File: src/rtl/i2a_pkg.sv
// Shared types, constants and character codes of the integer to ASCII converter.
`timescale 1ns / 1ps

package i2a_pkg;

	// Low bits of the operand that take part in 64-bit mode (32 to 64).
	localparam int VALUE_WIDTH = 64;
	localparam int SHORT_WIDTH = 32;
	localparam int OPERAND_W   = 64;

	// Decimal digits that VALUE_WIDTH bits can need: floor(W * log10(2)) + 1.
	localparam int BCD_DIGITS = (VALUE_WIDTH * 30103) / 100000 + 1;
	localparam int BCD_W      = 4 * BCD_DIGITS;

	// Digit buffer: 32 binary digits of a 32-bit value is the longest run.
	localparam int NDIG   = 32;
	localparam int IDX_W  = $clog2(NDIG);
	localparam int PAD_W  = 4 * NDIG;
	localparam int STEP_W = $clog2(VALUE_WIDTH + 1);

	localparam int FIFO_DEPTH = 2;
	localparam int FIFO_PTR_W = $clog2(FIFO_DEPTH);
	localparam int FIFO_CNT_W = $clog2(FIFO_DEPTH + 1);

	localparam logic [1:0] MODE_S32 = 2'd0;
	localparam logic [1:0] MODE_U32 = 2'd1;

	localparam logic [1:0] RADIX_BIN = 2'd0;
	localparam logic [1:0] RADIX_OCT = 2'd1;
	localparam logic [1:0] RADIX_DEC = 2'd2;
	localparam logic [1:0] RADIX_HEX = 2'd3;

	localparam logic [7:0] CH_NUL   = 8'h00;
	localparam logic [7:0] CH_ZERO  = 8'h30;
	localparam logic [7:0] CH_UPPER = 8'h41;
	localparam logic [7:0] CH_MINUS = 8'h2D;
	localparam logic [7:0] CH_X     = 8'h78;
	localparam logic [7:0] CH_B     = 8'h62;

	typedef struct packed {
		logic [OPERAND_W-1:0] value;
		logic [1:0]           width_mode;
		logic [1:0]           radix_code;
	} in_item_t;

	typedef struct packed {
		logic [7:0] char_out;
		logic       last;
		logic       error;
	} out_item_t;

	// Classified request handed from the front to the back.
	typedef struct packed {
		logic                   err;
		logic                   neg;
		logic                   wide;
		logic [1:0]             radix_code;
		logic [VALUE_WIDTH-1:0] mag;
	} desc_t;

endpackage

File: src/rtl/i2a_front.sv
// Front end: classifies a request and forms the magnitude to convert.
`timescale 1ns / 1ps

module i2a_front (
	input  i2a_pkg::in_item_t operand,
	output i2a_pkg::desc_t    desc
);
	import i2a_pkg::*;

	logic                   neg;
	logic                   wide;
	logic [SHORT_WIDTH-1:0] low_word;
	logic [SHORT_WIDTH-1:0] mag_short;

	assign low_word  = operand.value[SHORT_WIDTH-1:0];
	assign neg       = (operand.width_mode == MODE_S32) && low_word[SHORT_WIDTH-1];
	// Two's complement negate in 32 bits: the most negative value stays 2^31.
	assign mag_short = neg ? (~low_word + 1'b1) : low_word;
	assign wide      = (operand.width_mode != MODE_S32) && (operand.width_mode != MODE_U32);

	always_comb begin
		desc.err        = wide && (operand.radix_code == RADIX_BIN);
		desc.neg        = neg;
		desc.wide       = wide;
		desc.radix_code = operand.radix_code;
		if (wide) begin
			desc.mag = operand.value[VALUE_WIDTH-1:0];
		end else begin
			desc.mag = {{(VALUE_WIDTH-SHORT_WIDTH){1'b0}}, mag_short};
		end
	end

endmodule

File: src/rtl/i2a_fifo.sv
// Short queue of classified requests between the front and the back.
`timescale 1ns / 1ps

module i2a_fifo (
	input  logic           clk,
	input  logic           arst_n,
	input  logic           push,
	input  i2a_pkg::desc_t wdata,
	output logic           full,
	input  logic           pop,
	output i2a_pkg::desc_t rdata,
	output logic           empty
);
	import i2a_pkg::*;

	desc_t                 mem_q [FIFO_DEPTH];
	logic [FIFO_PTR_W-1:0] wr_q;
	logic [FIFO_PTR_W-1:0] rd_q;
	logic [FIFO_CNT_W-1:0] cnt_q;
	logic                  do_push;
	logic                  do_pop;

	assign full    = (cnt_q == FIFO_CNT_W'(FIFO_DEPTH));
	assign empty   = (cnt_q == '0);
	assign do_push = push && !full;
	assign do_pop  = pop && !empty;
	assign rdata   = mem_q[rd_q];

	always_ff @(posedge clk) begin
		if (do_push) begin
			mem_q[wr_q] <= wdata;
		end
	end

	always_ff @(posedge clk or negedge arst_n) begin
		if (!arst_n) begin
			wr_q  <= '0;
			rd_q  <= '0;
			cnt_q <= '0;
		end else begin
			if (do_push) begin
				wr_q <= wr_q + 1'b1;
			end
			if (do_pop) begin
				rd_q <= rd_q + 1'b1;
			end
			unique case ({do_push, do_pop})
				2'b10:   cnt_q <= cnt_q + 1'b1;
				2'b01:   cnt_q <= cnt_q - 1'b1;
				default: cnt_q <= cnt_q;
			endcase
		end
	end

endmodule

File: src/rtl/i2a_back.sv
// Back end: digit extraction (shift-add-3 for decimal) and character emission.
`timescale 1ns / 1ps

module i2a_back (
	input  logic               clk,
	input  logic               arst_n,
	input  i2a_pkg::desc_t     desc,
	input  logic               desc_empty,
	output logic               desc_pop,
	output i2a_pkg::out_item_t result,
	output logic               empty,
	input  logic               pop
);
	import i2a_pkg::*;

	localparam logic [1:0] ST_IDLE = 2'd0;
	localparam logic [1:0] ST_CONV = 2'd1;
	localparam logic [1:0] ST_SCAN = 2'd2;
	localparam logic [1:0] ST_EMIT = 2'd3;

	logic [1:0]             state_q;
	desc_t                  cur_q;
	logic [BCD_W-1:0]       bcd_q;
	logic [VALUE_WIDTH-1:0] sh_q;
	logic [STEP_W-1:0]      cnt_q;
	logic [3:0]             dig_q [NDIG];
	logic [IDX_W-1:0]       idx_q;
	logic                   sign_q;
	logic                   zero_q;
	logic                   x_q;
	logic                   dig_act_q;
	out_item_t              out_q;
	logic                   out_vld_q;

	logic [BCD_W-1:0]       bcd_adj;
	logic [PAD_W-1:0]       bin_pad;
	logic [PAD_W-1:0]       bcd_pad;
	logic [3:0]             nib [NDIG];
	logic [IDX_W-1:0]       top;
	logic                   slot_free;
	logic                   emit;
	logic [3:0]             cur_dig;
	logic [7:0]             dig_char;
	out_item_t              nxt;
	logic                   done;

	assign desc_pop  = (state_q == ST_IDLE) && !desc_empty;
	assign slot_free = !out_vld_q || pop;
	assign emit      = (state_q == ST_EMIT) && slot_free;
	assign result    = out_q;
	assign empty     = !out_vld_q;

	// Add 3 to every BCD digit of 5 or more ahead of the shift.
	always_comb begin
		for (int j = 0; j < BCD_DIGITS; j++) begin
			if (bcd_q[4*j +: 4] >= 4'd5) begin
				bcd_adj[4*j +: 4] = bcd_q[4*j +: 4] + 4'd3;
			end else begin
				bcd_adj[4*j +: 4] = bcd_q[4*j +: 4];
			end
		end
	end

	assign bin_pad = {{(PAD_W-VALUE_WIDTH){1'b0}}, sh_q};
	assign bcd_pad = {{(PAD_W-BCD_W){1'b0}}, bcd_q};

	always_comb begin
		for (int i = 0; i < NDIG; i++) begin
			unique case (cur_q.radix_code)
				RADIX_BIN: nib[i] = {3'b000, bin_pad[i]};
				RADIX_OCT: nib[i] = {1'b0, bin_pad[3*i +: 3]};
				RADIX_DEC: nib[i] = bcd_pad[4*i +: 4];
				RADIX_HEX: nib[i] = bin_pad[4*i +: 4];
				default:   nib[i] = 4'd0;
			endcase
		end
	end

	// Highest nonzero digit; zero still prints one digit.
	always_comb begin
		top = '0;
		for (int i = 0; i < NDIG; i++) begin
			if (nib[i] != 4'd0) begin
				top = IDX_W'(i);
			end
		end
	end

	assign cur_dig  = dig_q[idx_q];
	assign dig_char = (cur_dig >= 4'd10) ? ({4'b0000, cur_dig} - 8'd10 + CH_UPPER)
	                                     : ({4'b0000, cur_dig} + CH_ZERO);

	always_comb begin
		nxt.char_out = CH_NUL;
		nxt.last     = 1'b0;
		nxt.error    = 1'b0;
		done         = 1'b0;
		priority if (cur_q.err) begin
			nxt.last  = 1'b1;
			nxt.error = 1'b1;
			done      = 1'b1;
		end else if (sign_q) begin
			nxt.char_out = CH_MINUS;
		end else if (zero_q) begin
			nxt.char_out = CH_ZERO;
		end else if (x_q) begin
			nxt.char_out = CH_X;
		end else if (dig_act_q) begin
			nxt.char_out = dig_char;
			nxt.last     = (idx_q == '0) && (cur_q.radix_code != RADIX_BIN);
			done         = nxt.last;
		end else begin
			nxt.char_out = CH_B;
			nxt.last     = 1'b1;
			done         = 1'b1;
		end
	end

	always_ff @(posedge clk) begin
		if (desc_pop) begin
			cur_q <= desc;
			bcd_q <= '0;
			if ((desc.radix_code == RADIX_DEC) && !desc.wide) begin
				sh_q <= desc.mag << (VALUE_WIDTH - SHORT_WIDTH);
			end else begin
				sh_q <= desc.mag;
			end
		end else if (state_q == ST_CONV) begin
			bcd_q <= {bcd_adj[BCD_W-2:0], sh_q[VALUE_WIDTH-1]};
			sh_q  <= sh_q << 1;
		end
		if (state_q == ST_SCAN) begin
			for (int i = 0; i < NDIG; i++) begin
				dig_q[i] <= nib[i];
			end
		end
		if (emit) begin
			out_q <= nxt;
		end
	end

	always_ff @(posedge clk or negedge arst_n) begin
		if (!arst_n) begin
			state_q   <= ST_IDLE;
			cnt_q     <= '0;
			idx_q     <= '0;
			sign_q    <= 1'b0;
			zero_q    <= 1'b0;
			x_q       <= 1'b0;
			dig_act_q <= 1'b0;
			out_vld_q <= 1'b0;
		end else begin
			if (emit) begin
				out_vld_q <= 1'b1;
			end else if (pop) begin
				out_vld_q <= 1'b0;
			end
			unique case (state_q)
				ST_IDLE: begin
					if (desc_pop) begin
						sign_q <= desc.neg;
						zero_q <= (desc.radix_code == RADIX_OCT) ||
						          (desc.radix_code == RADIX_HEX);
						x_q    <= (desc.radix_code == RADIX_HEX);
						cnt_q  <= desc.wide ? STEP_W'(VALUE_WIDTH) : STEP_W'(SHORT_WIDTH);
						priority if (desc.err) begin
							state_q <= ST_EMIT;
						end else if (desc.radix_code == RADIX_DEC) begin
							state_q <= ST_CONV;
						end else begin
							state_q <= ST_SCAN;
						end
					end
				end
				ST_CONV: begin
					cnt_q <= cnt_q - 1'b1;
					if (cnt_q == STEP_W'(1)) begin
						state_q <= ST_SCAN;
					end
				end
				ST_SCAN: begin
					idx_q     <= top;
					dig_act_q <= 1'b1;
					state_q   <= ST_EMIT;
				end
				ST_EMIT: begin
					if (emit) begin
						priority if (cur_q.err) begin
							dig_act_q <= 1'b0;
						end else if (sign_q) begin
							sign_q <= 1'b0;
						end else if (zero_q) begin
							zero_q <= 1'b0;
						end else if (x_q) begin
							x_q <= 1'b0;
						end else if (dig_act_q) begin
							if (idx_q == '0) begin
								dig_act_q <= 1'b0;
							end else begin
								idx_q <= idx_q - 1'b1;
							end
						end else begin
							dig_act_q <= 1'b0;
						end
						if (done) begin
							state_q <= ST_IDLE;
						end
					end
				end
				default: state_q <= ST_IDLE;
			endcase
		end
	end

endmodule

File: src/rtl/integer_to_ascii_radix.sv
// Top level of the integer to ASCII converter: front, request queue and back.
`timescale 1ns / 1ps

// Converts one integer per item into ASCII text, one character per result
// item, most significant digit first, with last set on the final character.
// width_mode selects signed 32-bit, unsigned 32-bit or unsigned 64-bit (mode
// three behaves as 64-bit); radix_code selects binary, octal, decimal or
// hexadecimal. Negative signed values get a leading '-' (the most negative
// value prints exactly), octal gets a "0" prefix, hex gets "0x" and upper-case
// digits, binary gets a trailing 'b'. Binary with 64-bit width is rejected
// with a single result: char_out zero, last and error set. Items enter through
// a two-entry queue, so up to two requests are taken while an earlier number
// is still being printed. The back end handles one number at a time: it loads
// the request, runs a decimal one through the shift-add-3 converter one step
// per operand bit (32 in the 32-bit modes, 64 in 64-bit mode), collects the
// digits, then emits the characters (up to 34), one per cycle while pop keeps
// up. Results sit in one output register.
module integer_to_ascii_radix (
	input  logic                 clk,
	input  logic                 arst_n,
	input  logic                 push,
	output logic                 full,
	input  i2a_pkg::in_item_t    operand,
	output logic                 empty,
	input  logic                 pop,
	output i2a_pkg::out_item_t   result
);
	import i2a_pkg::*;

	desc_t front_desc;
	desc_t back_desc;
	logic  q_empty;
	logic  q_pop;

	// Classify the incoming item: sign, magnitude, rejected combinations.
	i2a_front u_front (
		.operand (operand),
		.desc    (front_desc)
	);

	// Hold classified items so the input side runs ahead of the printer.
	i2a_fifo u_fifo (
		.clk    (clk),
		.arst_n (arst_n),
		.push   (push),
		.wdata  (front_desc),
		.full   (full),
		.pop    (q_pop),
		.rdata  (back_desc),
		.empty  (q_empty)
	);

	// Extract digits and drive one character per accepted result.
	i2a_back u_back (
		.clk        (clk),
		.arst_n     (arst_n),
		.desc       (back_desc),
		.desc_empty (q_empty),
		.desc_pop   (q_pop),
		.result     (result),
		.empty      (empty),
		.pop        (pop)
	);

endmodule

File: config.mk
export PLATFORM = sky130hd
export DESIGN_NAME = integer_to_ascii_radix
export DESIGN_NICKNAME = d
export VERILOG_FILES = /design/src/rtl/i2a_pkg.sv /design/src/rtl/i2a_front.sv /design/src/rtl/i2a_fifo.sv /design/src/rtl/i2a_back.sv /design/src/rtl/integer_to_ascii_radix.sv
export SDC_FILE = /design/constraint.sdc
export NUM_CORES = 1
export LEC_CHECK = 0
export BUFFER_PORTS_ARGS = -buffer_cell sky130_fd_sc_hd__clkbuf_2
export CORE_UTILIZATION = 37
export DETAILED_ROUTE_END_ITERATION = 7
export SYNTH_ARGS = -nofsm -noshare
export SYNTH_HDL_FRONTEND = slang
export SYNTH_SLANG_ARGS = --single-unit
File: constraint.sdc
create_clock -name clk -period 4.1 [get_ports clk]
set_input_delay 0.205 -clock clk [delete_from_list [all_inputs] [get_ports clk]]
set_output_delay 0.205 -clock clk [all_outputs]
set_load 0.02 [all_outputs]
==> results of run 1 <==
metrics by stage:
| step | worst slack, ns | cells | instance area (um^2) |
|---|---|---|---|
| after floorplan | 0.0646 | 1800 | 21100 |
| after detailed placement | 0.601 | 2565 | 22300 |
| final | 0.589 | 2701 | 24300 |
| after CTS | 0.574 | 2701 | 24300 |
| after global routing | 0.345 | 2701 | 24300 |
| after global placement | 0.631 | 2565 | 22300 |
what timing repair did:
action                                 in CTS  in global routing
hold buffers                               53                  0
buffers inserted                            0                  0
endpoints found under the hold margin     126                  0
per-layer routing:
metal / GRT usage / up-vias / routed length (um)
met2: 0.307 / 415 / 25800
met4: 0.0598 / 0 / 1220
li1: - / 6843 / -
met3: 0.0242 / 72 / 2710
met1: 0.262 / 7315 / 24300
met5: 0 / - / 0
worst max-delay path: stages (launching register included):
cell and delay, ns:
dfrtp_1 0.61, buf_4 0.29, mux4_2 0.51, mux2i_1 0.18, nor2_1 0.08, nor3_2 0.35
ha_1 0.21, inv_1 0.05, ha_1 0.33, nand2_1 0.07, nor2_1 0.15, o21ai_1 0.08
a2111oi_1 0.39
registers in the layout, summed over array words and instances, names as in the netlist:
name and cells:
u_fifo.mem_q 138, u_back.dig_q 94, u_back.bcd_q 80, u_back.sh_q 64, u_back.result 9, u_back.cnt_q 7, u_back.idx_q 5, u_back.cur_q 3
u_back.state_q 2, u_fifo.cnt_q 2, u_back.dig_act_q 1, u_back.out_vld_q 1, u_back.sign_q 1, u_back.x_q 1, u_back.zero_q 1, u_fifo.rd_q 1
u_fifo.wr_q 1
final cells by class:
cell class	instances	area [um^2]
Sequential cell	411	11400
Timing Repair Buffer	164	1200
Multi-Input combinational cell	1218	8990
Clock buffer	57	1190
Tap cell	756	946
Fill cell	5290	32100
Inverter	69	260
Clock inverter	26	239
cell families (layout without fill, tap and decap cells):
| logic type | count (synthesis) | in the layout | synth area share |
|---|---|---|---|
| other cells | 1 | 1 | 0.000178 |
| xor+xnor | 76 | 76 | 0.0316 |
| buf+inv | 171 | 316 | 0.0346 |
| simple gates | 566 | 566 | 0.127 |
| compound gates | 325 | 325 | 0.0974 |
| fa+ha+maj | 56 | 56 | 0.0332 |
| mux | 194 | 194 | 0.134 |
| flops | 411 | 411 | 0.542 |
worst max path at each step:
stage	start	cells after the start	endpoint
after global placement	u_back.idx_q[0]	12	u_back.result[8]
after CTS	u_back.idx_q[0]	12	u_back.result[8]
after detailed placement	u_back.idx_q[0]	12	u_back.result[8]
final	u_back.idx_q[0]	12	u_back.result[8]
after global routing	u_back.idx_q[0]	12	u_back.result[8]
after floorplan	u_fifo.cnt_q[0]	3	u_fifo.mem_q[0][0]
cell usage in the layout, fill, tap and decap left out, types with 15 or more instances in the layout:
cell / synthesis / routed
edfxtp_1: 308 / 308
nand2_1: 211 / 210
nor2_1: 123 / 121
a21oi_1: 95 / 95
mux2i_1: 89 / 89
o21ai_0: 88 / 88
clkbuf_2: 0 / 82
dfxtp_1: 80 / 80
inv_1: 66 / 66
mux4_2: 65 / 65
ha_1: 56 / 54
dlygate4sd3_1: 0 / 53
and2_1: 48 / 48
clkbuf_16: 0 / 46
xnor2_1: 42 / 42
a22o_1: 40 / 40
nor3_1: 38 / 38
o31ai_1: 37 / 37
nand2b_1: 34 / 34
nand3_1: 34 / 34
xor2_1: 34 / 34
mux2_2: 27 / 27
buf_4: 4 / 26
dfrtp_1: 23 / 22
nor2b_1: 22 / 21
nor4_1: 15 / 15
power by group through the flow:
stage	logic [uW]	registers, uW	clock network [uW]
4_1_cts	6440	7810	4050
3_3_place_gp	6240	7910	0
5_1_grt	7030	7930	4190
3_5_place_dp	6370	7890	0
6_report	6410	7820	3960
2_1_floorplan	4980	7000	0
==> metrics.txt, run 1 <==
area leader, netlist=edfxtp_1; Worst EP required=4.47 ns; crit start category=flip-flop; Fmax achieved=285 MHz; Top FF cell, synth=edfxtp_1; overall power=18,200 uW; FF-to-FF Start=u_back.idx_q[0]; antenna-violating nets left=0; final antenna diode count=0; All-Layer GR Usage=0.189; ys async rst share=0.0560; clock skew=0.0150 ns; R2R depth=12; CTS clk-pin slew, worst paths=0.06 ns; Cell Area, Synth=21,100 um^2; unrepaired setup endpoints after global routing=false; synthesized area per cell=11.7 um^2; min-delay src=operand[12]; Gate Count Post-Synth=1,800; area of the core=56,400 um^2; total internal power=11,400 uW; FF-to-FF setup slack=0.59 ns; Clock Sinks=411; Worst-Skew Late Latency=0.57 ns; Yosys top cell area share=0.438; Final Max Tran Viols=0; WHS Path Cells=2; DIE AREA=58,000 um^2; net switching power=6810 uW; CTS tree=done; die width=241 um; # nets final=2,037; gr ovfl total=0; I/O pins=84; Synth top cells by count=308 x edfxtp_1, 211 x nand2_1, 123 x nor2_1; switching share of power=0.374; port buffer count=82; clock share of power=0.218; vias per inst=5.42; fin crit period=3.51 ns; DP Wirelength=39,400 um; num rows=87; Fin Setup TNS=0 ns; syn nets=1,928; worst r2r dst=u_back.result[8]; Max FO, Critical Path=10; count leader, synth=edfxtp_1; DRT iter0 DRCs=1,250; post-synth cell types=75; worst hold slack=0.0224 ns; Die Y-Extent=241 um; WHS Endpoint=u_fifo.mem_q[1][8]; DRC=0; sequential power share=0.430; via count=14,600; Worst Path Class, Setup=reg -> reg; initial antenna violation count=0; Initial DRT Pass Iterations=5; status=completed; first-pass GRT wire length=84,200 um; area delta synth->final=15.0%; Warnings, synthesis=0; share of layout cells above drive strength 1=0.151; pwr dens=750 nW/um^2; Comb pwr share=0.352; Worst Tran Pin Value=1.19 ns; worst min path class=in -> reg; H-tree depth=2; post-layout util=0.430; initial core utilization=0.374; Seq/Total Area, Yosys=0.542; Final Cycle Share=0.856; critical path capture point type=flip-flop; clock root buffer=clkbuf_16; post-cts sizing count=0; Max Root-Sink Buffers=3; Post-synth EDFFs=308; pin count of the biggest net entering global routing=97; Avg WL per Cell=20.0 um; Worst VDD drop=0.000349 V; wirelength, routed=54,000 um; vias in the first global route=14,400; maxcap violations=0; Setup-failing EPs final=0; Final Hold Vio Count=0; GP Congestion=0.942; flop and latch count out of synthesis=411; Arr. time, crit path=3.88 ns; slew margin rel.=0.206; Num CTS Buffers=45; top post-synthesis cells by area=edfxtp_1 44%, dfxtp_1 7.6%, mux4_2 6.9%; Pleak=0.00895 uW
Power figures use the tool's default switching activity.
==> run 2: changes to the inputs <==
Settings changed: ABC_AREA set to 1.
==> metrics.txt, run 2 <==
Gate Count Post-Synth=2,193; Final Hold Vio Count=0; num rows=86; worst min path class=in -> reg; Worst VDD drop=0.000304 V; Arr. time, crit path=4.08 ns; Worst-Skew Late Latency=0.58 ns; status=completed; CTS clk-pin slew, worst paths=0.06 ns; All-Layer GR Usage=0.209; die width=239 um; Final Max Tran Viols=0; max reg flops=138; synthesized area per cell=9.45 um^2; clock skew=0.0207 ns; area leader, netlist=edfxtp_1; CP max stage delay=0.74 ns; Top FF cell, synth=edfxtp_1; Fin Setup TNS=0 ns; most frequent cells in the layout=315 x inv_1, 308 x edfxtp_1, 268 x nand2_1; Cell Area, Synth=20,700 um^2; post-cts sizing count=0; Yosys top cell area share=0.446; final instance area=24,000 um^2; unrepaired setup endpoints after global routing=false; count leader, synth=inv_1; Avg WL per Cell=19.3 um; Pleak=0.00974 uW; crit start category=flip-flop; post-synth cell types=55; share of layout cells above drive strength 1=0.105; post-layout util=0.435; ys async rst share=0.0560; vias per inst=5.28; Num CTS Buffers=45; antenna-violating nets left=0; maxcap violations=0; fin crit period=3.63 ns; gr ovfl total=0; area of the core=55,200 um^2; R2R depth=28; initial antenna violation count=0; pin count of the biggest net entering global routing=73; first-pass GRT wire length=91,200 um; via count=16,400; CTS tree=done; GP Congestion=0.949; DRT iter0 DRCs=1,653; most common cell after layout, fill and taps aside=inv_1; Seq/Total Area, Yosys=0.551; critical path's slowest cell=edfxtp_1; Clock Sinks=411; # nets final=2,446; port buffer count=82; critical path capture point type=flip-flop; DP Wirelength=42,800 um; wirelength, routed=59,800 um; final antenna diode count=0; overall power=19,000 uW; fillcell total=5,215; area delta synth->final=15.8%; critical path's most frequent cell=nand2_1; Final Cycle Share=0.884; Synth top cells by count=316 x inv_1, 308 x edfxtp_1, 269 x nand2_1; Worst EP required=4.55 ns; Setup-failing EPs final=0; placed instance area=21,900 um^2; biggest regs=u_fifo.mem_q: 138 flops, u_back.dig_q: 94 flops, u_back.bcd_q: 80 flops; slew margin rel.=0.228; Worst Path Class, Setup=reg -> reg; register with the most flip-flops=u_fifo.mem_q; Die Y-Extent=239 um; vias in the first global route=15,500; initial core utilization=0.375; DIE AREA=57,000 um^2; WHS Path Cells=3; syn nets=2,321; Worst Tran Pin Value=1.16 ns; DRC=0; Warnings, synthesis=0; H-tree depth=2; worst hold slack=0.0332 ns; Fmax achieved=276 MHz; flop and latch count out of synthesis=411; clock root buffer=clkbuf_16; Max FO, Critical Path=30; Post-synth EDFFs=308; Initial DRT Pass Iterations=6; Max Root-Sink Buffers=3; I/O pins=84; top post-synthesis cells by area=edfxtp_1 45%, dfxtp_1 7.7%, inv_1 5.7%; pwr dens=793 nW/um^2
[run 2: power by group]
part	leakage, uW	total, uW	internal (uW)	switching, uW
registers	0.00387	7240	6440	796
clock network	0.000711	4040	2370	1670
logic	0.00515	7770	2250	5520
[run 2: repair_timing]
item,in CTS,in global routing
buffers inserted,0,0
hold endpoints to repair,144,0
hold buffers,62,0
[run 2: worst max-delay path: cells and delay by family, from the launching register on]
family / cells / cell delay [ns]
AO/OA/AOI/OAI: 2 / 0.26
buffers and inverters: 3 / 0.58
flip-flops: 1 / 0.74
AND/OR/NAND/NOR: 23 / 1.92
[run 2: path summary, 6_finish.rpt]
path                                  start             endpoint  slack (ns)
setup reg to reg           u_back.cur_q[64]      u_back.idx_q[0]        0.47
hold reg to reg            u_back.bcd_q[79]     u_back.bcd_q[79]        0.50
setup / recovery           u_back.cur_q[64]      u_back.idx_q[0]        0.47
max in group asynchronous            arst_n          u_fifo.rd_q        3.39
hold / removal                  operand[14]  u_fifo.mem_q[1][10]        0.03
min in group asynchronous            arst_n      u_back.cnt_q[2]        0.23
[run 2: layout make-up]
cell class	instances	area (um^2)	area share
Tap cell	748	936	0.0390
Sequential cell	411	11400	0.476
Timing Repair Buffer	177	1330	0.0553
Clock buffer	55	1180	0.0493
Clock inverter	26	260	0.0108
Inverter	322	1220	0.0508
Multi-Input combinational cell	1361	7660	0.319
[run 2: logic make-up (layout without fill, tap and decap cells)]
kind of cell / Yosys count / after routing / share of synthesized area
multiplexers: 34 / 34 / 0.0164
flip-flops: 411 / 411 / 0.551
AND/OR/NAND/NOR: 658 / 658 / 0.136
buffers and inverters: 421 / 580 / 0.0817
other: 1 / 1 / 0.000181
XOR/XNOR: 59 / 59 / 0.0249
AO/OA/AOI/OAI: 553 / 553 / 0.155
adder cells (fa/ha/maj): 56 / 56 / 0.0338
[run 2: per-stage QoR]
stage	cells	worst slack (ns)
floorplan	2193	0.0498
global placement	2957	0.634
detailed placement	2957	0.581
CTS	3100	0.546
global route	3100	0.0659
finish	3100	0.474
[run 2: layer usage]
layer  global-route usage  up-vias  share of wire
li1                     -     7802              -
met1                0.291     7838           0.44
met2                0.329      641           0.46
met3               0.0262      102          0.070
met4               0.0812        0          0.033
met5                    0        -              0
